### config.mk
export PLATFORM = sky130hd
export DESIGN_NAME = rie_ram
export DESIGN_NICKNAME = d
export VERILOG_FILES = /design/src/sv/rie_ram.sv
export SDC_FILE = /design/constraint.sdc
export NUM_CORES = 1
export LEC_CHECK = 0
export BUFFER_PORTS_ARGS = -buffer_cell sky130_fd_sc_hd__clkbuf_2
export CORE_ASPECT_RATIO = 2
export CORE_MARGIN = 2
export CORE_UTILIZATION = 61
export CTS_CLUSTER_DIAMETER = 120
export CTS_CLUSTER_SIZE = 28
export DETAILED_ROUTE_END_ITERATION = 10
export PLACE_DENSITY = 0.79
export SYNTH_ARGS = -nofsm -noshare
export SYNTH_HDL_FRONTEND = slang
export SYNTH_SLANG_ARGS = --single-unit
### constraint.sdc
create_clock -name clk -period 5.2 [get_ports clk]
set_clock_uncertainty 0.1 [all_clocks]
set_input_delay 1.04 -clock clk [delete_from_list [all_inputs] [get_ports clk]]
set_output_delay 1.04 -clock clk [all_outputs]
set_load 0.01 [all_outputs]
### src/sv/rie_ram.sv
// Generic simple dual-port RAM: one write port, one read port, registered read.
// Used for the register file copies and the data memory; no dependencies.
`default_nettype none

module rie_ram #(
    parameter int WIDTH = 32,
    parameter int DEPTH = 16,
    localparam int AW = (DEPTH > 1) ? $clog2(DEPTH) : 1
) (
    input  wire logic             clk,
    input  wire logic             we,
    input  wire logic [AW-1:0]    waddr,
    input  wire logic [WIDTH-1:0] wdata,
    input  wire logic [AW-1:0]    raddr,
    output logic      [WIDTH-1:0] rdata
);

    logic [WIDTH-1:0] mem [DEPTH];
    logic [WIDTH-1:0] rdata_reg;

    always_ff @(posedge clk)
    begin
        if (we)
        begin
            mem[waddr] <= wdata;
        end
        rdata_reg <= mem[raddr];
    end

    assign rdata = rdata_reg;

endmodule

`default_nettype wire

; ---- Word-level counts from Yosys, hierarchy flattened
; Memories as Yosys holds them, arrays and structs flattened. A register that Yosys moved wholly into a read port is not among the register bits.
; Cells that the tools add are included.
[op_classes]
mux = 2
[ops]
columns = operator, n
row1 = $mux W1, 2
[word_totals]
word_cells = 3
ram_bits = 512
memories = 1
reg_bits = 0
[mem_list]
columns = name, depth, word_bits, read_ports, rd_ports_with_merged_regs, write_ports, line
row1 = mem, 16, 32, 1, 1, 1, 18  ; logic [WIDTH-1:0] mem [DEPTH];

; ---- Depth between registers and ports, before layout
[depth]
ltp_word = 2
ltp_mapped = 5
depth_no_buf = 3

; ---- Worst setup path before layout
; Ideal clock, no wire load.
[synth_path]
path_type = input port to flip-flop
start = input port waddr[2]
end = memory mem[0][0] (enable)
arrival_ns = 3.758
required_ns = 4.639
n_path_buf = 0
setup_slack_ns = 0.880
path_stages = 2
path_cell_list = or3b_2 -> nor3_1
[synth_rtl]
columns = item, line
row1 = from (decl), 12  ; input wire logic [AW-1:0] waddr,
row2 = to (decl), 18
; Straight into the memory's write port.

; ---- Final worst setup path
[layout_path]
start = input port waddr[3]
end = memory mem[4][16] (enable)
; Straight into the memory's write port.

==> results.tsv <==
stage	metric	value	unit
power_and_ir_drop	p_switching	1.52	mW
layout	final_nets	956	
sta	finalSetupViolCount	0	
power_and_ir_drop	pwr-share-seq	0.663	
power_and_ir_drop	vdd_drop_max	0.363	mV
grt	grt-ovfl-total	0	
drt	drt-initial-drc-count	926	
outcome	status	completed	
sta	slew_headroom	0.146	
layout	layout_commonest_cell	edfxtp_1	
place	dp.cells	1316	
layout	final_cell_mix	512 x edfxtp_1, 128 x mux4_2, 71 x clkbuf_2	
synthesis	yosys.area.top_type_share	0.774	
sta	min_period	2.74	ns
power_and_ir_drop	p_sw_frac	0.204	
layout	layout.cells.non_filler	1355	
clocking	clk_pin_slew_worst_paths	0.10	ns
sta	rsz0062_at_grt	false	
layout	final_layout_size_suffix_gt1_frac	0.289	
clocking	h-tree-depth	1	
synthesis	ys_seq_elements	544	
synthesis	avgSynthCellArea	23.7	sq um
setup_path	crit_arrival	2.90	ns
clocking	numCtsBuffers	23	
synthesis	ys_seq_area_frac	0.807	
clocking	clockRootBuffer	clkbuf_16	
power_and_ir_drop	power_leakage	6.76	nW
clocking	clock_path_buffers	3	
setup_path	cp.required	5.36	ns
clocking	postCtsHoldBufs	0	
clocking	postCtsSetupBuffers	0	
drt	routed_wl	38.3	mm
setup_path	critPathKind	in -> reg	
setup_path	crit_chain	clkbuf_2 -> nand3b_1 -> nor3_2 -> buf_4	
sta	fmax	365	MHz
place	dp.final_hpwl	20.7	mm
setup_path	end_kind	flip-flop	
die	core_area	0.0321	sq mm
die	die_w	132	um
drt	ant_nets	0	
sta	worst_pin_slew	1.28	ns
power_and_ir_drop	power_frac_clock	0.280	
layout	largest_reg_flops	512	
clocking	clock_latency	0.57	ns
die	num_rows	93	
setup_path	cpMaxStageDelayCell	nor3_2	
sta	setup-tns-final	0	ns
clocking	cts_tree	yes	
synthesis	synth_nets	880	
layout	syn_to_final_growth	8.35	%
setup_path	cp-start-kind	input port	
die	dieArea	0.0341	sq mm
power_and_ir_drop	combPwrFrac	0.057	
flow_run	cap_violations	0	
power_and_ir_drop	p_int	5.92	mW
power_and_ir_drop	power.density	346	mW/mm^2
place	gp_congestion	0.717	
die	initial_core_util	0.618	
place	io_buffers	73	
sta	finalMaxSlewViolations	0	
drt	drc_errors	0	
layout	insertedDiodeCount	0	
worst_hold_path	hold_path_class	reg -> reg	
grt	grt_pass1_wl	58.0	mm
power_and_ir_drop	power	7.44	mW
sta	hold_violations	0	
synthesis	yosysWarnings	0	
setup_path	cpPeakStageDelay	0.98	ns
setup_path	crit_fanout	12	
drt	drt_first_pass_iters	5	
die	num_io_pins	74	
synthesis	post-synth-top-area-cell	edfxtp_1	
synthesis	synthCells	838	
grt	grt_antenna_before_repair	0	
synthesis	synthDistinctLibCells	18	
die	die_h	259	um
drt	vias	8816	
grt	grt_max_degree	72	
grt	grt_usage	0.231	
sta	min_period_over_period	0.527	
grt	grt_pass1_vias	9240	
clocking	cts.sinks	544	
clocking	ctsResizeCount	0	
drt	wl_per_cell	28.3	um
drt	routed_via_density	6.51	
layout	fillCellCount	1992	
synthesis	synthTopCellsByArea	edfxtp_1 77%, mux4_2 15%, dfxtp_1 3.2%	
synthesis	synth_area	0.0199	sq mm
-- power groups by stage --
stage	Clock, mW	Sequential [mW]	Combinational [mW]
floorplan	0	5.03	0.235
global placement	0	5.02	0.416
detailed placement	0	5.03	0.428
CTS	2.12	4.93	0.430
global route	2.26	4.94	0.456
finish	2.09	4.93	0.422
-- synthesized netlist by cell type --
cell type	count
nand2b_1	2
and2_1	1
or3b_2	1
nand3_1	1
edfxtp_1	512
a22oi_1	64
mux4_2	128
buf_4	11
dfxtp_1	32
clkbuf_1	17
buf_6	2
buf_1	9
nor3_1	4
nor2b_1	2
nor2_1	13
buf_2	4
nand2_1	33
nand3b_1	2
-- critical path: cells and delay by family --
family / cells / cell delay [ns]
buffers and inverters: 2 / 0.50
AND/OR/NAND/NOR: 2 / 1.35
-- metrics by stage --
| step | setup WS [ns] | hold WS [ns] | cell area [sq um] | utilization |
|---|---|---|---|---|
| after floorplan | 0.880 | 0.535 | 19900 | - |
| after global placement | 1.86 | 0.549 | 20900 | 0.649 |
| after detailed placement | 1.85 | 0.554 | 20900 | 0.649 |
| after CTS | 2.47 | 0.584 | 21500 | 0.670 |
| after global routing | 2.36 | 0.610 | 21500 | 0.670 |
| final | 2.46 | 0.572 | 21500 | 0.670 |
-- final cells by class --
cell class / count / area [sq um] / area share
repair buffers: 94 / 559 / 0.0260
flip-flops and latches: 544 / 16000 / 0.744
clock buffers: 37 / 628 / 0.0292
well taps: 427 / 534 / 0.0248
multi-input cells: 251 / 3750 / 0.174
clock inverters: 2 / 25.0 / 0.00116
-- logic make-up after synthesis --
group	share of synthesized area
flip-flops	0.807
buffers and inverters	0.0112
AO/OA/AOI/OAI	0.0242
AND/OR/NAND/NOR	0.0127
multiplexers	0.145
-- path summary, 6_finish.rpt --
kind / start / depth (start not counted) / endpoint / slack (ns)
setup / recovery: waddr[3] / 4 / mem[4][16] / 2.46
hold reg to reg: mem[12][21] / 3 / rdata[21] / 0.57
setup reg to reg: mem[9][11] / 3 / rdata[11] / 3.71
hold / removal: mem[12][21] / 3 / rdata[21] / 0.57
-- routing by layer --
layer | GRT usage | up-vias | part of all wire
li1 | - | 3694 | -
met5 | 0 | - | 0
met1 | 0.309 | 4724 | 0.38
met3 | 0.0203 | 53 | 0.053
met4 | 0.0836 | 0 | 0.028
met2 | 0.404 | 345 | 0.54
No activity file was read; power rests on OpenSTA's default activity.
