--- src/sv/rie_pkg.sv ---
// Package of the integer execute unit: opcodes, field layout and shared types.
// Used by the top level, rie_exec and rie_checker; depends on nothing.
`default_nettype none

package rie_pkg;

    localparam int DEF_NUM_REGS   = 16;
    localparam int DEF_DMEM_WORDS = 4096;
    localparam int DEF_DATA_WIDTH = 32;

    localparam int PC_W    = 16;
    localparam int OPC_W   = 5;
    localparam int RIDX_W  = 4;
    localparam int LIT_W   = 16;

    localparam logic [PC_W-1:0] RESET_CODE_BASE = 16'd4000;
    localparam logic [PC_W-1:0] PC_STEP         = 16'd4;

    // Request layout on s_tdata.
    localparam int OPC_LSB  = 0;
    localparam int DEST_LSB = OPC_LSB + OPC_W;
    localparam int SRCA_LSB = DEST_LSB + RIDX_W;
    localparam int SRCB_LSB = SRCA_LSB + RIDX_W;
    localparam int SRCC_LSB = SRCB_LSB + RIDX_W;
    localparam int LIT_LSB  = SRCC_LSB + RIDX_W;
    localparam int IN_BITS  = LIT_LSB + LIT_W;
    localparam int IN_W     = ((IN_BITS + 7) / 8) * 8;

    // Result layout on m_tdata; the written value sits at WVAL_LSB.
    localparam int NPC_LSB   = 0;
    localparam int RW_BIT    = NPC_LSB + PC_W;
    localparam int WREG_LSB  = RW_BIT + 1;
    localparam int WVAL_LSB  = WREG_LSB + RIDX_W;
    localparam int OUT_FIXED = WVAL_LSB + 4;

    localparam int OUT_DEPTH = 4;

    typedef enum logic [OPC_W-1:0] {
        OP_MOVC  = 5'd0,
        OP_ADD   = 5'd1,
        OP_ADDL  = 5'd2,
        OP_SUB   = 5'd3,
        OP_SUBL  = 5'd4,
        OP_MUL   = 5'd5,
        OP_AND   = 5'd6,
        OP_OR    = 5'd7,
        OP_XOR   = 5'd8,
        OP_LOAD  = 5'd9,
        OP_LDR   = 5'd10,
        OP_STORE = 5'd11,
        OP_STR   = 5'd12,
        OP_BZ    = 5'd13,
        OP_BNZ   = 5'd14,
        OP_JUMP  = 5'd15,
        OP_HALT  = 5'd16,
        OP_NOP   = 5'd17
    } op_t;

    typedef struct packed {
        logic [PC_W-1:0] next_pc;
        logic            wr_reg;
        logic            is_load;
        logic            mem_wr;
        logic            fault;
        logic            set_zero;
        logic            halt_set;
    } exec_ctl_t;

endpackage

`default_nettype wire

--- src/sv/rie_exec.sv ---
// Execute logic of the integer unit: ALU, data address check, next program counter.
// Purely combinational; depends on rie_pkg.
`default_nettype none

module rie_exec #(
    parameter int DATA_WIDTH = rie_pkg::DEF_DATA_WIDTH,
    parameter int DMEM_WORDS = rie_pkg::DEF_DMEM_WORDS,
    localparam int DAW = $clog2(DMEM_WORDS)
) (
    input  wire rie_pkg::op_t                  opcode,
    input  wire logic [rie_pkg::LIT_W-1:0]     literal,
    input  wire logic [DATA_WIDTH-1:0]         opa,
    input  wire logic [DATA_WIDTH-1:0]         opb,
    input  wire logic [DATA_WIDTH-1:0]         opc,
    input  wire logic [rie_pkg::PC_W-1:0]      pc,
    input  wire logic                          zero_flag,
    input  wire logic                          halted,
    output rie_pkg::exec_ctl_t                 ctl,
    output logic      [DATA_WIDTH-1:0]         value,
    output logic      [DAW-1:0]                addr
);

    localparam int AEXT_W = (DATA_WIDTH > DAW) ? DATA_WIDTH : DAW;

    logic signed [rie_pkg::LIT_W-1:0] lit_s;
    logic        [DATA_WIDTH-1:0]     lit_x;
    logic        [DATA_WIDTH-1:0]     addr_x;
    logic        [DATA_WIDTH-1:0]     addr_y;
    logic        [DATA_WIDTH-1:0]     addr_sum;
    logic        [AEXT_W-1:0]         addr_ext;
    logic                             addr_ok;
    logic        [rie_pkg::PC_W-1:0]  a_pc;
    logic        [rie_pkg::PC_W-1:0]  pc_inc;
    logic        [rie_pkg::PC_W-1:0]  pc_branch;
    logic        [rie_pkg::PC_W-1:0]  pc_jump;

    assign lit_s     = literal;
    assign lit_x     = DATA_WIDTH'(lit_s);
    assign a_pc      = rie_pkg::PC_W'(opa);
    assign pc_inc    = pc + rie_pkg::PC_STEP;
    assign pc_branch = pc + literal;
    assign pc_jump   = a_pc + literal;

    always_comb
    begin
        case (opcode)
            rie_pkg::OP_LOAD, rie_pkg::OP_LDR: addr_x = opa;
            rie_pkg::OP_STORE:                 addr_x = opb;
            default:                           addr_x = opc;
        endcase
        case (opcode)
            rie_pkg::OP_LOAD, rie_pkg::OP_STORE: addr_y = lit_x;
            default:                             addr_y = opb;
        endcase
    end

    assign addr_sum = addr_x + addr_y;
    assign addr_ext = AEXT_W'(addr_sum);
    assign addr     = addr_ext[DAW-1:0];
    assign addr_ok  = !addr_sum[DATA_WIDTH-1] && (addr_sum < DMEM_WORDS);

    always_comb
    begin
        ctl         = '0;
        ctl.next_pc = pc_inc;
        value       = '0;
        if (halted)
        begin
            ctl.next_pc = pc;
        end
        else
        begin
            case (opcode)
                rie_pkg::OP_MOVC:
                begin
                    value      = lit_x;
                    ctl.wr_reg = 1'b1;
                end
                rie_pkg::OP_ADD:
                begin
                    value        = opa + opb;
                    ctl.wr_reg   = 1'b1;
                    ctl.set_zero = 1'b1;
                end
                rie_pkg::OP_ADDL:
                begin
                    value        = opa + lit_x;
                    ctl.wr_reg   = 1'b1;
                    ctl.set_zero = 1'b1;
                end
                rie_pkg::OP_SUB:
                begin
                    value        = opa - opb;
                    ctl.wr_reg   = 1'b1;
                    ctl.set_zero = 1'b1;
                end
                rie_pkg::OP_SUBL:
                begin
                    value        = opa - lit_x;
                    ctl.wr_reg   = 1'b1;
                    ctl.set_zero = 1'b1;
                end
                rie_pkg::OP_MUL:
                begin
                    value        = opa * opb;
                    ctl.wr_reg   = 1'b1;
                    ctl.set_zero = 1'b1;
                end
                rie_pkg::OP_AND:
                begin
                    value      = opa & opb;
                    ctl.wr_reg = 1'b1;
                end
                rie_pkg::OP_OR:
                begin
                    value      = opa | opb;
                    ctl.wr_reg = 1'b1;
                end
                rie_pkg::OP_XOR:
                begin
                    value      = opa ^ opb;
                    ctl.wr_reg = 1'b1;
                end
                rie_pkg::OP_LOAD, rie_pkg::OP_LDR:
                begin
                    ctl.is_load = addr_ok;
                    ctl.fault   = !addr_ok;
                end
                rie_pkg::OP_STORE, rie_pkg::OP_STR:
                begin
                    ctl.mem_wr = addr_ok;
                    ctl.fault  = !addr_ok;
                end
                rie_pkg::OP_BZ:
                begin
                    if (zero_flag)
                    begin
                        ctl.next_pc = pc_branch;
                    end
                end
                rie_pkg::OP_BNZ:
                begin
                    if (!zero_flag)
                    begin
                        ctl.next_pc = pc_branch;
                    end
                end
                rie_pkg::OP_JUMP:
                begin
                    ctl.next_pc = pc_jump;
                end
                rie_pkg::OP_HALT:
                begin
                    ctl.next_pc  = pc;
                    ctl.halt_set = 1'b1;
                end
                default:
                begin
                    ctl.next_pc = pc_inc;
                end
            endcase
        end
    end

endmodule

`default_nettype wire

--- config.mk ---
export PLATFORM = sky130hd
export DESIGN_NAME = rie_exec
export DESIGN_NICKNAME = d
export VERILOG_FILES = /design/src/sv/rie_pkg.sv /design/src/sv/rie_exec.sv
export SDC_FILE = /design/constraint.sdc
export NUM_CORES = 2
export LEC_CHECK = 0
export BUFFER_PORTS_ARGS = -buffer_cell sky130_fd_sc_hd__buf_2
export CORE_ASPECT_RATIO = 0.7
export CORE_MARGIN = 8
export CORE_UTILIZATION = 55
export DETAILED_ROUTE_END_ITERATION = 8
export GPL_TIMING_DRIVEN = 0
export MAX_ROUTING_LAYER = met4
export PLACE_DENSITY = 0.84
export SETUP_SLACK_MARGIN = 0.3
export SLEW_MARGIN = 15
export SYNTH_ARGS = -nofsm -noshare
export SYNTH_HDL_FRONTEND = slang
export SYNTH_SLANG_ARGS = --single-unit
--- constraint.sdc ---
create_clock -name vclk -period 11.7
set_input_delay 0.585 -clock vclk [all_inputs]
set_output_delay 0.585 -clock vclk [all_outputs]
set_load 0.1 [all_outputs]
## Word level (Yosys, flattened, before mapping)

Cells that the tools add are included.

- Flip-flop bits (word level): 0
- Output and inout port bits: 66
- Word-level logic and storage cells: 54

- Add/sub/neg operators: 8
- Multiply operators: 1
- Magnitude comparators: 1
- Equal/unequal tests: 16
- Multiplexer cells: 15
- Bitwise gates (word level): 3
- Reduce and logical (&&, ||, !) cells: 10

Operators with widths:

| cell | count |
|---|---|
| case mux 32 bit (9 select lines) | 1 |
| adder 32 bit | 3 |
| two-way mux 32 bit | 2 |
| case mux 16 bit (4 select lines) | 1 |
| case mux 32 bit (2 select lines) | 1 |
| subtractor 32 bit | 2 |
| two-way mux 16 bit | 3 |
| == test 5 x 4 -> 1 bit (second input constant) | 8 |
| adder 16 bit | 2 |
| AND 32 bit | 1 |
| < comparator 32 x 13 -> 1 bit (second input constant) | 1 |
| multiplier 32 x 32 -> 32 bit | 1 |
| OR 32 bit | 1 |
| XOR 32 bit | 1 |
| == test 5 x 3 -> 1 bit (second input constant) | 4 |
| adder 16 x 3 -> 16 bit (second input constant) | 1 |
| == test 5 x 2 -> 1 bit (second input constant) | 2 |
| OR reduction 9 bit | 1 |
| two-way mux 1 bit | 6 |
| two-way mux 6 bit | 1 |
| OR reduction 2 bit | 3 |
| == test 5 x 1 -> 1 bit (second input constant) | 1 |
| == test 5 bit (second input constant) | 1 |
| logical NOT 5 bit | 1 |
| 4 further kinds | 5 |

## Logic depth before layout (Yosys ltp)

- Depth after elaboration: 9
- Gate-level depth with buffers: 29

## Worst setup path after synthesis

OpenSTA, ideal clock, no wires.

- Kind: input-to-output
- From: in opb[5]
- To: out value[31]
- Arrival: 8.790 ns
- Slack: 2.325 ns
- Stages on the path: 26
- Path buffers: 2
- Cell sequence: clkbuf_1 > inv_1 > clkbuf_1 > nor2_1 > fa_1 > fa_1 > fa_1 > inv_1 > fa_1 > inv_1 > fa_1 > inv_1 > fa_1 > inv_1 > fa_1 > fa_1 > ha_1 > a21o_1 > a21oi_1 > a2bb2oi_1 > o21ai_0 > a31oi_1 > a211oi_1 > nand4_1 > or4_1 > a41oi_1

- Longest elaborated chain between the ends: 3

Ends and longest elaborated chain:

| element | line | text |
|---|---|---|
| from (decl) | rie_exec.sv:13 | `input wire logic [DATA_WIDTH-1:0] opb,` |
| multiplier 32 x 32 -> 32 bit, or another cell as far along | rie_exec.sv:105 | `value = opa * opb;` |
| case mux 32 bit (9 select lines) * | rie_exec.sv:73 | `case (opcode)` |
| two-way mux 32 bit * | rie_exec.sv:67 | `if (halted)` |
| to (decl) | rie_exec.sv:19 | `output logic [DATA_WIDTH-1:0] value,` |

Mark *: on every way between the ends. The rest lies on a longest branch, timed or not.

## Final worst setup path

- From: in opa[8]
- To: out value[28]

- Longest elaborated chain between the ends: 3

Ends and longest elaborated chain:

| element | line | text |
|---|---|---|
| from (decl) | rie_exec.sv:12 | `input wire logic [DATA_WIDTH-1:0] opa,` |
| multiplier 32 x 32 -> 32 bit, or another cell as far along | rie_exec.sv:105 |  |
| case mux 32 bit (9 select lines) * | rie_exec.sv:73 |  |
| two-way mux 32 bit * | rie_exec.sv:67 |  |

Marks and branches as above.

==> impl_results.md <==
* Setup repair after global routing missed its margin: no
* Fin. max-slew vios at 0
* Mean post-synth cell area at 7.62 um^2
* Simple-gate portion of the synthesized area at 18.6%
* Yosys top cell area share at 33.6%
* Area taken by multi-input logic gates at 22200 um^2
* Critical path startpoint category: input port
* Final number of setup-violating endpoints at 0
* Data arrival at the endpoint of the critical path at 10.74 ns
* Global-route total usage across every layer at 45.6%
* Yosys warnings at 0
* Area share of fa/ha/maj cells after synthesis at 48.0%
* Area inside the core boundary at 43900 um^2
* Count of clock buffers in the final design at 0
* Post-Synth XOR/XNOR Area at 5.74%
* Height of the chip at 193 um
* Post-layout net count at 4253
* Netlist area before placement at 24600 um^2
* Number of antenna violations at the first check in global routing at 9
* Maximum capacitance violations at 0
* Detailed Routing Iterations Pass 1 at 9
* Nets in the synthesized netlist at 4056
* Number of instances in the synthesized netlist at 3226
* Least-Margin Pin Slew at 1.37 ns
* Final HPWL DP at 94900 um
* Sequential cell area in the final layout at 0 um^2
* CP Capture Type: primary output
* Largest net degree at the start of global routing at 12
* Crit path required time at 11.12 ns
* Path category of the worst min-delay check: input port to primary output
* Boundary Pins at 201
* Via count of the first global-routing pass at 25451
* Average wire length per cell after detail routing at 28.5 um
* Total vias in the final route at 26122
* Most instantiated library cell after synthesis: nor2_1
* Max frequency at 88.3 MHz
* Wire length of the first global-routing pass at 168000 um
* Top cells by area in the synthesized netlist: fa_1 34%, ha_1 14%, nor2_1 7.1%
* Aggregate negative setup slack at 0 ns
* Library cell occupying the most area in the post-synthesis netlist: fa_1
* Worst Path Class, Setup: input port to primary output
* Number of buffers inserted to repair setup after CTS at 0
* Initial core utilization at 56.0%
* Die Footprint at 51800 um^2
* Main combinational cell family by area after synthesis: adder cells
* Number of design-rule violations left by the first detailed-router iteration at 4465
* Filler cell count at 4251
* WL final at 115000 um
* Flip-flop and latch count at 0
* Min Tclk post-route at 11.33 ns
* Post-synthesis mux area share at 1.23%
* Total congestion overflow at 0
* Drt drc at 0
* Antenna viol nets, final at 0
* Fraction of the mapped netlist area in compound gates at 16.7%
* Horizontal die dimension at 269 um
* Count of different cell masters after synthesis at 82
* Hold buffer count at cts at 0
* Detail-routed via count per cell at 6.49
* Layout Area Growth over Synthesis at 7.42%
* Status: finished clean
* Maximum net fanout on the critical path at 10
* Sequential area share after synthesis at 0%
* Final period utilization at 96.8%
* GP Congestion at 1.14
* IO buf count at 200
* Share of cells above drive strength 1 at 7.04%
* # rows at 64
* Commonest cells in the synthesized netlist: 463 x nor2_1, 454 x inv_1, 412 x fa_1, 367 x nand2_1, 283 x ha_1
* Fin. Hold Viols at 0
* Max-Slew Margin vs Limit at 8.54%
==> layout by cell type, fill, tap and decap left out, drive strengths merged, types with 16 or more instances in the layout <==
| cell type | count |
|---|---|
| a22oi | 18 |
| nand3 | 36 |
| xnor2 | 115 |
| fa | 412 |
| o22ai | 29 |
| nand2b | 22 |
| a21o | 37 |
| nor2b | 16 |
| inv | 457 |
| nand2 | 367 |
| nor3 | 48 |
| a31oi | 31 |
| and3 | 21 |
| ha | 283 |
| mux2i | 29 |
| buf | 220 |
| a211oi | 20 |
| o21a | 18 |
| clkbuf | 136 |
| o21ai | 153 |
| a21oi | 173 |
| xor2 | 46 |
| o211ai | 17 |
| or3 | 20 |
| a221oi | 33 |
| nand4 | 16 |
| nor2 | 463 |
==> cells by family after synthesis <==
kind of cell | count (synthesis)
simple gates | 1067
compound gates | 633
xor+xnor | 161
fa+ha+maj | 695
buf+inv | 640
mux | 30
==> metal layers <==
layer / GRT usage (%) / routed length [um] / up-vias
met5: - / 0 / -
met4: 19.6 / 6740 / 0
met3: 22.5 / 21500 / 458
met2: 58.8 / 42400 / 2154
met1: 59.3 / 44100 / 12500
li1: - / - / 11010
==> worst max-delay path, stage by stage <==
cell and delay, ns:
buf_2 0.20, clkdlybuf4s15_1 0.78, inv_1 0.55, buf_1 0.70, nor2_1 0.14, fa_1 0.56, inv_1 0.05, fa_1 0.35
inv_1 0.08, fa_1 0.40, inv_1 0.09, fa_1 0.43, inv_1 0.09, fa_1 0.45, fa_1 0.58, fa_1 0.46
fa_1 0.46, ha_1 0.39, nand3_1 0.10, nor2_1 0.51, and3_1 0.26, a31oi_2 0.21, o21ai_0 0.45, a31oi_1 0.20
xnor2_1 0.58, a211oi_1 0.18, a31oi_1 0.38, buf_2 0.51
==> path summary, 6_finish.rpt <==
check | start | endpoint | slack, ns | depth (start not counted)
worst max-delay path | opa[8] | value[28] | 0.37 | 28
worst min-delay path | pc[0] | ctl[6] | 1.68 | 4
==> cell type report <==
type,instances,share of cell area (%)
timing repair buffer,200,3.79
inverter,475,6.80
multi-input combinational,2586,84.1
antenna,11,0.104
buffer,160,2.40
tap,594,2.81
==> timing repair <==
item                       in CTS  in global routing
setup endpoints to repair       1                  4
gates cloned                    0                  0
gates resized for setup         1                 27
==> stage by stage <==
stage	instance area, um^2	instances	hold slack [ns]	util [%]	setup WS [ns]
3_3_place_gp	26300	4020	1.67	60.0	0.416
2_1_floorplan	24600	3226	1.61	-	2.32
6_report	26400	4026	1.68	60.2	0.374
4_1_cts	26300	4020	1.68	60.0	0.396
5_1_grt	26400	4023	1.70	60.2	0.305
3_5_place_dp	26300	4020	1.68	60.0	0.337
