[config.mk]
export PLATFORM = sky130hd
export DESIGN_NAME = rie_out_fifo
export DESIGN_NICKNAME = d
export VERILOG_FILES = /design/src/sv/rie_out_fifo.sv
export SDC_FILE = /design/constraint.sdc
export NUM_CORES = 1
export LEC_CHECK = 0
export ABC_AREA = 1
export BUFFER_PORTS_ARGS = -buffer_cell sky130_fd_sc_hd__buf_2
export CORE_ASPECT_RATIO = 1.4
export CORE_MARGIN = 10
export CORE_UTILIZATION = 45
export CTS_CLUSTER_DIAMETER = 60
export CTS_CLUSTER_SIZE = 24
export DETAILED_ROUTE_END_ITERATION = 8
export SLEW_MARGIN = 25
export SYNTH_ARGS = -nofsm -noshare
export SYNTH_HDL_FRONTEND = slang
export SYNTH_SLANG_ARGS = --single-unit
export TNS_END_PERCENT = 30
[constraint.sdc]
create_clock -name clk -period 6.2 [get_ports clk]
set_input_delay 1.24 -clock clk [delete_from_list [all_inputs] [get_ports clk]]
set_output_delay 1.24 -clock clk [all_outputs]
set_load 0.05 [all_outputs]
[src/sv/rie_out_fifo.sv]
// Result queue of the integer execute unit, held in flip-flops.
// Decouples the execute pipeline from the output stream; depends on nothing.
`default_nettype none

module rie_out_fifo #(
    parameter int WIDTH = 64,
    parameter int DEPTH = 4,
    localparam int PW = (DEPTH > 1) ? $clog2(DEPTH) : 1,
    localparam int CW = $clog2(DEPTH + 1)
) (
    input  wire logic             clk,
    input  wire logic             rst_n,
    input  wire logic             push,
    input  wire logic [WIDTH-1:0] push_data,
    output logic                  out_valid,
    input  wire logic             out_ready,
    output logic      [WIDTH-1:0] out_data,
    output logic      [CW-1:0]    count
);

    logic [WIDTH-1:0] slot_reg [DEPTH];
    logic [PW-1:0]    wr_ptr_reg;
    logic [PW-1:0]    wr_ptr_next;
    logic [PW-1:0]    rd_ptr_reg;
    logic [PW-1:0]    rd_ptr_next;
    logic [CW-1:0]    count_reg;
    logic [CW-1:0]    count_next;
    logic             pop;

    assign pop       = out_valid && out_ready;
    assign out_valid = (count_reg != '0);
    assign out_data  = slot_reg[rd_ptr_reg];
    assign count     = count_reg;

    always_comb
    begin
        wr_ptr_next = wr_ptr_reg;
        rd_ptr_next = rd_ptr_reg;
        count_next  = count_reg;
        if (push)
        begin
            wr_ptr_next = (wr_ptr_reg == PW'(DEPTH - 1)) ? '0 : wr_ptr_reg + 1'b1;
        end
        if (pop)
        begin
            rd_ptr_next = (rd_ptr_reg == PW'(DEPTH - 1)) ? '0 : rd_ptr_reg + 1'b1;
        end
        if (push && !pop)
        begin
            count_next = count_reg + 1'b1;
        end
        else if (pop && !push)
        begin
            count_next = count_reg - 1'b1;
        end
    end

    always_ff @(posedge clk or negedge rst_n)
    begin
        if (!rst_n)
        begin
            wr_ptr_reg <= '0;
            rd_ptr_reg <= '0;
            count_reg  <= '0;
        end
        else
        begin
            wr_ptr_reg <= wr_ptr_next;
            rd_ptr_reg <= rd_ptr_next;
            count_reg  <= count_next;
        end
    end

    always_ff @(posedge clk)
    begin
        if (push)
        begin
            slot_reg[wr_ptr_reg] <= push_data;
        end
    end

endmodule

`default_nettype wire

# Yosys cells after proc, flatten, opt, wreduce, memory -nomap -nowiden

Memories as Yosys holds them, arrays and structs flattened.
Cells that the tools add are included.

Add/sub/neg operators: 4
Eq/ne operators: 2
Mux-type cells: 6
Reduce and logical (&&, ||, !) cells: 7

Operators with widths:

| kind                  | count |
|---|---|
| $mux W3               | 2 |
| $add A2 B1 Y2 const B | 2 |
| $eq A2 B2 Y1 const B  | 2 |
| $mux W2               | 2 |
| $add A3 B1 Y3 const B | 1 |
| $logic_and A1 B1 Y1   | 3 |
| $reduce_bool A3 Y1    | 1 |
| $sub A3 B1 Y3 const B | 1 |
| $logic_not A1 Y1      | 2 |
| $mux W1               | 2 |
| $reduce_bool A2 Y1    | 1 |

Register bits: 7
Bits in writable memories: 256
Input port bits: 68
Output and inout bits: 68
Logic and storage cells: 23
Memories: 1

Memories:

| memory   | depth | width | rd ports | clocked after memory_dff | wr ports | RTL line | source |
|---|---|---|---|---|---|---|---|
| slot_reg | 4     | 64    | 1        | 0                        | 1        | 21       | `logic [WIDTH-1:0] slot_reg [DEPTH];` |

# Longest topological paths before layout

Gate-level depths: netlist (run 1).

Depth after elaboration: 5
Gate-level depth with buffers: 11

# Worst setup path after synthesis (run 1)

OpenSTA, ideal clock, no wires.

Path kind: input to register
Start point: input push
End point: memory slot_reg[3][0], enable pin
Library setup time: 0.418 ns
Arrival time: 2.526 ns
Required time: 5.782 ns
Setup slack: 3.256 ns
Stages: 2
Path buffers: 0
Cells stage by stage: nand2_1 > inv_1

Longest elaborated chain between the ends: 2

Ends and longest elaborated chain:

| element                       | RTL line | source |
|---|---|---|
| from (decl)                   | 13       | `input wire logic push,` |
| $mux W1                       | 76       | `if (push)` |
| $mux W1 (implied by the code) | 78       | `slot_reg[wr_ptr_reg] <= push_data;` |
| to (decl)                     | 21       |  |

No other way between the ends.

# Final worst setup path (run 1)

Start point: register rd_ptr_reg[0]
End point: output out_data[54]

Longest elaborated chain between the ends: 1

Ends and longest elaborated chain:

| element                | RTL line | source |
|---|---|---|
| from (decl)            | 24       | `logic [PW-1:0] rd_ptr_reg;` |
| from (signal assigned) | 69       | `rd_ptr_reg <= rd_ptr_next;` |
| $mem_v2 Z4 W64         | --       |  |
| to (decl)              | 17       | `output logic [WIDTH-1:0] out_data,` |

No other way between the ends.

==> flow_summary.html, run 1 <==
<table>
<tr><th>Metric</th><th>Value</th></tr>
<tr><th colspan="2">Final layout</th></tr>
<tr><td>Max reg flops</td><td>256</td></tr>
<tr><td>Commonest non-fill, non-tap cells in the layout</td><td>sky130_fd_sc_hd__edfxtp_1, sky130_fd_sc_hd__nand2_1, sky130_fd_sc_hd__buf_2</td></tr>
<tr><td>Area delta synth-&gt;final</td><td>11.5%</td></tr>
<tr><td>Final nets</td><td>994</td></tr>
<tr><td>Final std cell area, no fill</td><td>0.0119 mm2</td></tr>
<tr><td>Most frequent standard cell in the layout excluding fill and tap cells</td><td>sky130_fd_sc_hd__edfxtp_1</td></tr>
<tr><td>Post-layout instance count excluding filler cells</td><td>1235</td></tr>
<tr><td>Share of cells above drive strength 1</td><td>18.6%</td></tr>
<tr><th colspan="2">Detailed routing</th></tr>
<tr><td>Via count of the routed design</td><td>6051</td></tr>
<tr><td>First-pass detailed-route iteration total</td><td>4</td></tr>
<tr><td>Number of vias per cell</td><td>4.90</td></tr>
<tr><td>Mean routed wirelength per cell</td><td>16.7 um</td></tr>
<tr><td>DRC Markers</td><td>0</td></tr>
<tr><td>Total Routed Length</td><td>20700 um</td></tr>
<tr><td>Number of DRC markers in iteration 0</td><td>260</td></tr>
<tr><td>Remaining number of nets flagged by the antenna check after routing</td><td>0</td></tr>
<tr><th colspan="2">Logic synthesis</th></tr>
<tr><td>Syn avg cell area</td><td>13.3 um2</td></tr>
<tr><td>Sequential share of the synthesized area</td><td>73.7%</td></tr>
<tr><td>Area contributors post-synth</td><td>sky130_fd_sc_hd__edfxtp_1, sky130_fd_sc_hd__o211ai_1, sky130_fd_sc_hd__nand2_1</td></tr>
<tr><td>Yosys cell types</td><td>18</td></tr>
<tr><td>Share of Yosys cell area claimed by the top area cell type</td><td>72.1%</td></tr>
<tr><td>Area leader, netlist</td><td>sky130_fd_sc_hd__edfxtp_1</td></tr>
<tr><td>Number of nets in the synthesized netlist</td><td>875</td></tr>
<tr><td>Combined area of all synthesized cells</td><td>0.0107 mm2</td></tr>
<tr><td>Syn. warnings</td><td>0</td></tr>
<tr><td>Post-synthesis cell count</td><td>800</td></tr>
<tr><td>Number of flip-flops and latches in the synthesized netlist</td><td>263</td></tr>
<tr><th colspan="2">Setup path</th></tr>
<tr><td>Maximum fanout along the worst path</td><td>73</td></tr>
<tr><td>Critical Path Slowest Stage Cell</td><td>sky130_fd_sc_hd__dfrtp_4</td></tr>
<tr><td>Startpoint-to-endpoint class of the critical path</td><td>register to primary output</td></tr>
<tr><td>Worst reg2reg setup slack</td><td>3.89 ns</td></tr>
<tr><td>CP top delay family</td><td>buffers and inverters</td></tr>
<tr><td>Element type at the critical path start</td><td>register</td></tr>
<tr><td>Maximum single-stage delay on the critical path</td><td>0.89 ns</td></tr>
<tr><td>Sequence of cells on the critical path</td><td>buf_4 &gt; o211ai_1 &gt; nand2_1 &gt; buf_2</td></tr>
<tr><td>Critical path startpoint</td><td>rd_ptr_reg[0]$_DFFE_PN0P_</td></tr>
<tr><td>Launching point of the worst reg2reg path</td><td>wr_ptr_reg[0]$_DFFE_PN0P_</td></tr>
<tr><td>Data arrival time of the worst path</td><td>2.71 ns</td></tr>
<tr><td>Endpoint of the worst register-to-register path</td><td>slot_reg[0][24]$_DFFE_PP_</td></tr>
<tr><td>Timing endpoint of the critical path</td><td>out_data[54]</td></tr>
<tr><td>Endpoint type of the worst setup path</td><td>primary output</td></tr>
<tr><td>Cells on worst reg2reg path</td><td>5</td></tr>
<tr><td>Critical Path Stages</td><td>4</td></tr>
<tr><td>Buffers and inverters on the worst path</td><td>2</td></tr>
<tr><td>CP required</td><td>4.96 ns</td></tr>
<tr><th colspan="2">Timing</th></tr>
<tr><td>Maximum clock skew at final layout</td><td>0.0176 ns</td></tr>
<tr><td>Share of the clock period used by the worst path after layout</td><td>63.7%</td></tr>
<tr><td>Measured slew at the worst slew-check pin</td><td>0.866 ns</td></tr>
<tr><td>Final setup viols</td><td>0</td></tr>
<tr><td>Relative slew slack</td><td>42.3%</td></tr>
<tr><td>Worst setup margin</td><td>2.25 ns</td></tr>
<tr><td>Fmax achieved</td><td>253 MHz</td></tr>
<tr><td>Final worst path period need</td><td>3.95 ns</td></tr>
<tr><td>Total negative slack</td><td>0 ns</td></tr>
<tr><td>Number of hold violations in the final report</td><td>0</td></tr>
<tr><td>Unrepaired setup endpoints after global routing</td><td>no</td></tr>
<tr><td>Max Slew Vio Count</td><td>0</td></tr>
<tr><th colspan="2">Place</th></tr>
<tr><td>Post-placement worst setup slack</td><td>2.72 ns</td></tr>
<tr><td>Instance area after placement</td><td>0.0114 mm2</td></tr>
<tr><td>Final GP Congestion</td><td>0.718</td></tr>
<tr><td>Port Buffer Count</td><td>135</td></tr>
<tr><td>Detailed-placement wirelength estimate</td><td>12600 um</td></tr>
<tr><td>Number of placed instances, taps included</td><td>1208</td></tr>
<tr><th colspan="2">Floorplanning</th></tr>
<tr><td>Floorplan core area</td><td>0.0233 mm2</td></tr>
<tr><td>Die Ht</td><td>202 um</td></tr>
<tr><td>Horiz. Die Dim</td><td>150 um</td></tr>
<tr><td>Die Footprint</td><td>0.0303 mm2</td></tr>
<tr><td>Number of I/O pins</td><td>136</td></tr>
<tr><td>Starting density of the core</td><td>45.8%</td></tr>
<tr><td>FP Rows</td><td>66</td></tr>
<tr><th colspan="2">Clock network</th></tr>
<tr><td>Clock input transition at the sequential cells of the worst setup and hold paths</td><td>0.09 ns</td></tr>
<tr><td>Clk buf depth</td><td>3</td></tr>
<tr><td>Clock buffer count from CTS</td><td>15</td></tr>
<tr><td>Clock Root Buffer</td><td>sky130_fd_sc_hd__clkbuf_16</td></tr>
<tr><td>CTS tree</td><td>built</td></tr>
<tr><td>Depth of the CTS H-tree</td><td>1</td></tr>
<tr><td>Number of instances resized during post-cts repair</td><td>0</td></tr>
<tr><td>Post-CTS repair timing setup buffer count</td><td>0</td></tr>
<tr><td>Clock sink count</td><td>263</td></tr>
<tr><td>Clock network latency to the later pin of the worst-skew pair</td><td>0.48 ns</td></tr>
<tr><td>Hold-fix buffers, CTS</td><td>0</td></tr>
<tr><th colspan="2">Global route</th></tr>
<tr><td>Remaining Overflow, GRT</td><td>0</td></tr>
<tr><td>Wire length of the first global-routing pass</td><td>32800 um</td></tr>
<tr><td>Number of antenna violations at the first check in global routing</td><td>5</td></tr>
<tr><td>Met1 track demand over resource in global routing</td><td>15.7%</td></tr>
<tr><td>Via count of the first global-routing pass</td><td>6128</td></tr>
<tr><td>Pin count of the biggest net entering global routing</td><td>74</td></tr>
<tr><td>Met2 track demand over resource</td><td>24.7%</td></tr>
<tr><td>Most crowded layer after global routing</td><td>met2</td></tr>
<tr><td>GR met3 Demand/Resource</td><td>3.09%</td></tr>
<tr><td>Total track usage</td><td>13.6%</td></tr>
<tr><th colspan="2">Power and ir drop</th></tr>
<tr><td>Lkg Pwr</td><td>0.00471 uW</td></tr>
<tr><td>Part of the power in registers</td><td>39.4%</td></tr>
<tr><td>Logic pwr share</td><td>43.5%</td></tr>
<tr><td>Int Pwr</td><td>3380 uW</td></tr>
<tr><td>Max rail drop VDD</td><td>0.387 mV</td></tr>
<tr><td>Overall power</td><td>6130 uW</td></tr>
<tr><td>Switching fraction of total power</td><td>44.9%</td></tr>
<tr><td>Clock network power share</td><td>17.1%</td></tr>
<tr><td>NetSw</td><td>2750 uW</td></tr>
<tr><td>Total power divided by cell area</td><td>516 mW/mm2</td></tr>
<tr><th colspan="2">Min path</th></tr>
<tr><td>Class of the tightest hold or removal check</td><td>register to register</td></tr>
<tr><th colspan="2">Job</th></tr>
<tr><td>Count of maximum capacitance violations</td><td>0</td></tr>
<tr><th colspan="2">Outcome</th></tr>
<tr><td>Result of the run</td><td>complete, no violations</td></tr>
</table>
## cells by family (layout without fill, tap and decap cells)
family / count (synthesis) / in the layout / synth area share (%)
flops: 263 / 263 / 73.7
simple gates: 218 / 218 / 7.73
buf+inv: 181 / 307 / 8.40
compound gates: 130 / 130 / 9.15
fa+ha+maj: 7 / 7 / 0.892
xor+xnor: 1 / 1 / 0.0822
other cells: 0 / 3 / 0
## power groups by stage
stage | clock network, uW | logic, uW | registers [uW]
global placement | 0 | 2710 | 2450
floorplan | 0 | 2230 | 2430
detailed placement | 0 | 2730 | 2460
CTS | 1080 | 2730 | 2420
global route | 1150 | 2900 | 2450
finish | 1050 | 2670 | 2410
## layout make-up
cell class                      instances  area, um2
Fill cell                            2038      11400
Antenna cell                            3       7.51
Clock buffer                           21        418
Tap cell                              306        383
Timing Repair Buffer                  144        743
Multi-Input combinational cell        356       1900
Sequential cell                       263       7870
Clock inverter                          3       46.3
Inverter                              139        522
## per-stage QoR
stage               hold slack [ns]  util [%]
floorplan                     0.551         -
CTS                           0.503      51.0
global route                  0.538      51.0
detailed placement            0.482      49.0
finish                        0.499      51.1
global placement              0.484      49.0
## tightest hold or removal path, cell delays in order, from the launching register on
cell,delay [ns]
sky130_fd_sc_hd__dfrtp_1,0.37
sky130_fd_sc_hd__nand2_1,0.06
sky130_fd_sc_hd__nand2_1,0.05
## cell usage after synthesis
| cell type | number |
|---|---|
| sky130_fd_sc_hd__xnor2_1 | 1 |
| sky130_fd_sc_hd__ha_1 | 6 |
| sky130_fd_sc_hd__buf_6 | 26 |
| sky130_fd_sc_hd__buf_4 | 1 |
| sky130_fd_sc_hd__dfrtp_1 | 7 |
| sky130_fd_sc_hd__o211ai_1 | 127 |
| sky130_fd_sc_hd__nand4_1 | 1 |
| sky130_fd_sc_hd__inv_1 | 138 |
| sky130_fd_sc_hd__nand3_1 | 3 |
| sky130_fd_sc_hd__o211ai_2 | 1 |
| sky130_fd_sc_hd__buf_2 | 14 |
| sky130_fd_sc_hd__clkbuf_1 | 1 |
| sky130_fd_sc_hd__nand2_1 | 211 |
| sky130_fd_sc_hd__fa_1 | 1 |
| sky130_fd_sc_hd__o21ai_0 | 2 |
| sky130_fd_sc_hd__edfxtp_1 | 256 |
| sky130_fd_sc_hd__inv_2 | 1 |
| sky130_fd_sc_hd__nor2_1 | 3 |
## metal layers
metal  wire, um  vias up
li1           -     3002
met1       8420     2917
met2      10700      108
met3       1240       22
met4        302        2
met5         13        -
## worst min-delay path by stage
stage	startpoint	to	slack (ns)	cells after the start
after global placement	count[2]$_DFFE_PN0P_	count[2]$_DFFE_PN0P_	0.48	2
after CTS	count[2]$_DFFE_PN0P_	count[2]$_DFFE_PN0P_	0.50	2
after floorplan	wr_ptr_reg[0]$_DFFE_PN0P_	wr_ptr_reg[0]$_DFFE_PN0P_	0.55	3
after detailed placement	count[2]$_DFFE_PN0P_	count[2]$_DFFE_PN0P_	0.48	2
after global routing	count[2]$_DFFE_PN0P_	count[2]$_DFFE_PN0P_	0.54	2
final	count[2]$_DFFE_PN0P_	count[2]$_DFFE_PN0P_	0.50	2
No activity file was read; power rests on OpenSTA's default activity.
==> run 2, diff against run 1 <==
PLACE_DENSITY = 0.67   (was not set)
clock period = 3.22 ns   (was 6.2 ns; I/O delays follow)
==> run 2 against run 1 <==
Compared with the run above: core utilization grew 0.48 points; global-route usage shrank 0.24 points; worst setup slack worse by 1.8 ns; critical path type unchanged; largest cell class unchanged.
==> flow_summary.html, run 2 (synthesis gave the netlist of run 1 again) <==
<table>
<tr><th>Metric</th><th>Value</th></tr>
<tr><th colspan="2">Detailed routing</th></tr>
<tr><td>Via count of the routed design</td><td>6132 (+1.3%)</td></tr>
<tr><td>Number of vias per cell</td><td>4.95 (+1.1%)</td></tr>
<tr><td>First-pass detailed-route iteration total</td><td>7 (+3)</td></tr>
<tr><td>Remaining number of nets flagged by the antenna check after routing</td><td>0 (unchanged)</td></tr>
<tr><td>Mean routed wirelength per cell</td><td>16.8 um (+0.11%)</td></tr>
<tr><td>Number of DRC markers in iteration 0</td><td>276 (+6.2%)</td></tr>
<tr><td>Total Routed Length</td><td>20800 um (+0.35%)</td></tr>
<tr><td>DRC Markers</td><td>0 (unchanged)</td></tr>
<tr><th colspan="2">Floorplanning</th></tr>
<tr><td>Starting density of the core</td><td>45.8% (unchanged)</td></tr>
<tr><td>Die Footprint</td><td>0.0303 mm2 (unchanged)</td></tr>
<tr><td>Horiz. Die Dim</td><td>150 um (unchanged)</td></tr>
<tr><td>Number of I/O pins</td><td>136 (unchanged)</td></tr>
<tr><td>Die Ht</td><td>202 um (unchanged)</td></tr>
<tr><td>Floorplan core area</td><td>0.0233 mm2 (unchanged)</td></tr>
<tr><td>FP Rows</td><td>66 (unchanged)</td></tr>
<tr><th colspan="2">Setup path</th></tr>
<tr><td>Critical Path Slowest Stage Cell</td><td>sky130_fd_sc_hd__dfrtp_4</td></tr>
<tr><td>Critical path startpoint</td><td>rd_ptr_reg[0]$_DFFE_PN0P_</td></tr>
<tr><td>Worst reg2reg setup slack</td><td>1.42 ns (-2.47 ns)</td></tr>
<tr><td>Sequence of cells on the critical path</td><td>buf_12 &gt; o211ai_1 &gt; nand2_1 &gt; buf_2</td></tr>
<tr><td>Startpoint-to-endpoint class of the critical path</td><td>register to primary output</td></tr>
<tr><td>Data arrival time of the worst path</td><td>2.16 ns (-0.55 ns)</td></tr>
<tr><td>Maximum single-stage delay on the critical path</td><td>0.79 ns (-0.10 ns)</td></tr>
<tr><td>CP required</td><td>2.58 ns (-2.38 ns)</td></tr>
<tr><td>Maximum fanout along the worst path</td><td>69 (-5.5%)</td></tr>
<tr><td>Endpoint of the worst register-to-register path</td><td>slot_reg[0][14]$_DFFE_PP_</td></tr>
<tr><td>Launching point of the worst reg2reg path</td><td>wr_ptr_reg[0]$_DFFE_PN0P_</td></tr>
<tr><td>Endpoint type of the worst setup path</td><td>primary output</td></tr>
<tr><td>Timing endpoint of the critical path</td><td>out_data[11]</td></tr>
<tr><td>Cells on worst reg2reg path</td><td>5 (unchanged)</td></tr>
<tr><td>Element type at the critical path start</td><td>register</td></tr>
<tr><th colspan="2">Final layout</th></tr>
<tr><td>Share of cells above drive strength 1</td><td>18.9% (+0.33 points)</td></tr>
<tr><td>Area delta synth-&gt;final</td><td>12.6%</td></tr>
<tr><td>Most frequent standard cell in the layout excluding fill and tap cells</td><td>sky130_fd_sc_hd__edfxtp_1</td></tr>
<tr><td>Max reg flops</td><td>256 (unchanged)</td></tr>
<tr><td>Commonest non-fill, non-tap cells in the layout</td><td>sky130_fd_sc_hd__edfxtp_1, sky130_fd_sc_hd__nand2_1, sky130_fd_sc_hd__buf_2</td></tr>
<tr><td>Fin util</td><td>51.5% (+0.48 points)</td></tr>
<tr><td>Final nets</td><td>1000 (+0.60%)</td></tr>
<tr><th colspan="2">Timing</th></tr>
<tr><td>Hold WS</td><td>0.378 ns (-0.121 ns)</td></tr>
<tr><td>Unrepaired setup endpoints after global routing</td><td>no</td></tr>
<tr><td>Final worst path period need</td><td>2.81 ns</td></tr>
<tr><td>Measured slew at the worst slew-check pin</td><td>0.566 ns (-0.300 ns)</td></tr>
<tr><td>Maximum clock skew at final layout</td><td>0.00933 ns (-0.00826 ns)</td></tr>
<tr><td>Max Slew Vio Count</td><td>0 (unchanged)</td></tr>
<tr><td>Share of the clock period used by the worst path after layout</td><td>87.2%</td></tr>
<tr><td>Fmax achieved</td><td>356 MHz</td></tr>
<tr><td>Total negative slack</td><td>0 ns (unchanged)</td></tr>
<tr><td>Number of hold violations in the final report</td><td>0 (unchanged)</td></tr>
<tr><td>Final setup viols</td><td>0 (unchanged)</td></tr>
<tr><td>Relative slew slack</td><td>62.3% (+20 points)</td></tr>
<tr><th colspan="2">Power and ir drop</th></tr>
<tr><td>Lkg Pwr</td><td>0.00475 uW (+0.95%)</td></tr>
<tr><td>Max rail drop VDD</td><td>0.691 mV (+79%)</td></tr>
<tr><td>Total power divided by cell area</td><td>991 mW/mm2 (+92%)</td></tr>
<tr><th colspan="2">Clock network</th></tr>
<tr><td>Depth of the CTS H-tree</td><td>1 (unchanged)</td></tr>
<tr><td>Clock buffer count from CTS</td><td>15 (unchanged)</td></tr>
<tr><td>Post-CTS repair timing setup buffer count</td><td>0 (unchanged)</td></tr>
<tr><td>Clock input transition at the sequential cells of the worst setup and hold paths</td><td>0.09 ns (about the same)</td></tr>
<tr><td>Clock Root Buffer</td><td>sky130_fd_sc_hd__clkbuf_16</td></tr>
<tr><td>Clock sink count</td><td>263 (unchanged)</td></tr>
<tr><td>Clk buf depth</td><td>3 (unchanged)</td></tr>
<tr><td>Clock network latency to the later pin of the worst-skew pair</td><td>0.47 ns (about the same)</td></tr>
<tr><td>CTS tree</td><td>built</td></tr>
<tr><th colspan="2">Global route</th></tr>
<tr><td>Via count of the first global-routing pass</td><td>6167 (+0.64%)</td></tr>
<tr><td>Total track usage</td><td>13.4% (-0.24 points)</td></tr>
<tr><td>Pin count of the biggest net entering global routing</td><td>70 (-5.4%)</td></tr>
<tr><td>Remaining Overflow, GRT</td><td>0 (unchanged)</td></tr>
<tr><td>Number of antenna violations at the first check in global routing</td><td>4 (-1)</td></tr>
<tr><td>Wire length of the first global-routing pass</td><td>32200 um (-1.8%)</td></tr>
<tr><th colspan="2">Place</th></tr>
<tr><td>Detailed-placement wirelength estimate</td><td>12900 um (+2.3%)</td></tr>
<tr><td>Port Buffer Count</td><td>135 (unchanged)</td></tr>
<tr><td>Final GP Congestion</td><td>0.737 (+2.6%)</td></tr>
<tr><th colspan="2">Job</th></tr>
<tr><td>Count of maximum capacitance violations</td><td>0 (unchanged)</td></tr>
<tr><th colspan="2">Min path</th></tr>
<tr><td>Class of the tightest hold or removal check</td><td>primary input to register</td></tr>
<tr><th colspan="2">Outcome</th></tr>
<tr><td>Result of the run</td><td>complete, no violations</td></tr>
</table>
## run 2: cell types whose count changed in the layout (fill, tap and decap cells not counted)
cell | previous run | this run
sky130_fd_sc_hd__inv_8 | 0 | 1
sky130_fd_sc_hd__inv_6 | 1 | 0
sky130_fd_sc_hd__diode_2 | 3 | 1
sky130_fd_sc_hd__clkbuf_1 | 4 | 3
sky130_fd_sc_hd__buf_4 | 9 | 7
sky130_fd_sc_hd__dlygate4sd3_1 | 0 | 1
sky130_fd_sc_hd__buf_12 | 0 | 7
sky130_fd_sc_hd__clkinv_1 | 0 | 1
sky130_fd_sc_hd__clkinvlp_4 | 1 | 2
sky130_fd_sc_hd__clkbuf_8 | 2 | 0
## run 2: area by class of cell
type | count | area, um2
Sequential cell | 263 | 7870
Fill cell | 2009 | 11300
Timing Repair Buffer | 150 | 878
Antenna cell | 1 | 2.50
Clock buffer | 18 | 387
Inverter | 139 | 522
Multi-Input combinational cell | 356 | 1900
Clock inverter | 5 | 60.1
Tap cell | 306 | 383
## run 2: per-layer routing
layer  global-route usage [%]  vias up  part of all wire, %
li1                         -     3014                    -
met1                     15.2     2975                   39
met2                     24.4      113                   53
met3                     2.91       26                  5.6
met4                     3.72        4                  1.8
met5                        0        -                 0.13
## run 2: critical path, delay by kind of cell, from the launching register on
kind | cells | cell delay, ns
flip-flops | 1 | 0.79
buffers and inverters | 2 | 0.61
AO/OA/AOI/OAI | 1 | 0.18
AND/OR/NAND/NOR | 1 | 0.10
## run 2: where the power goes
part	internal, uW	switching (uW)
registers	4380	262
logic	1240	4060
clock network	952	1000
## run 2: timing repair
action,4_1_cts,5_1_grt
hold buffers,1,0
resized for setup,0,0
endpoints found under the hold margin,7,0
## run 2: worst min-delay path by stage
stage	from	to	slack (ns)	cells past startpoint
floorplan	rst_n	count[0]$_DFFE_PN0P_	0.35	0
global placement	count[2]$_DFFE_PN0P_	count[2]$_DFFE_PN0P_	0.48	2
detailed placement	count[2]$_DFFE_PN0P_	count[2]$_DFFE_PN0P_	0.48	2
CTS	push_data[4]	slot_reg[1][4]$_DFFE_PP_	0.36	1
global route	push_data[42]	slot_reg[0][42]$_DFFE_PP_	0.36	1
finish	push_data[57]	slot_reg[2][57]$_DFFE_PP_	0.38	1
## run 2: through the flow
stage	area [um2]	cells	setup WS (ns)	total power (uW)
6_report	12000	1238	0.413	11900
5_1_grt	12000	1238	0.251	12600
4_1_cts	12000	1237	0.365	12100
3_5_place_dp	11500	1213	0.876	10200
3_3_place_gp	11500	1213	0.913	10100
2_1_floorplan	10700	800	0.872	8960
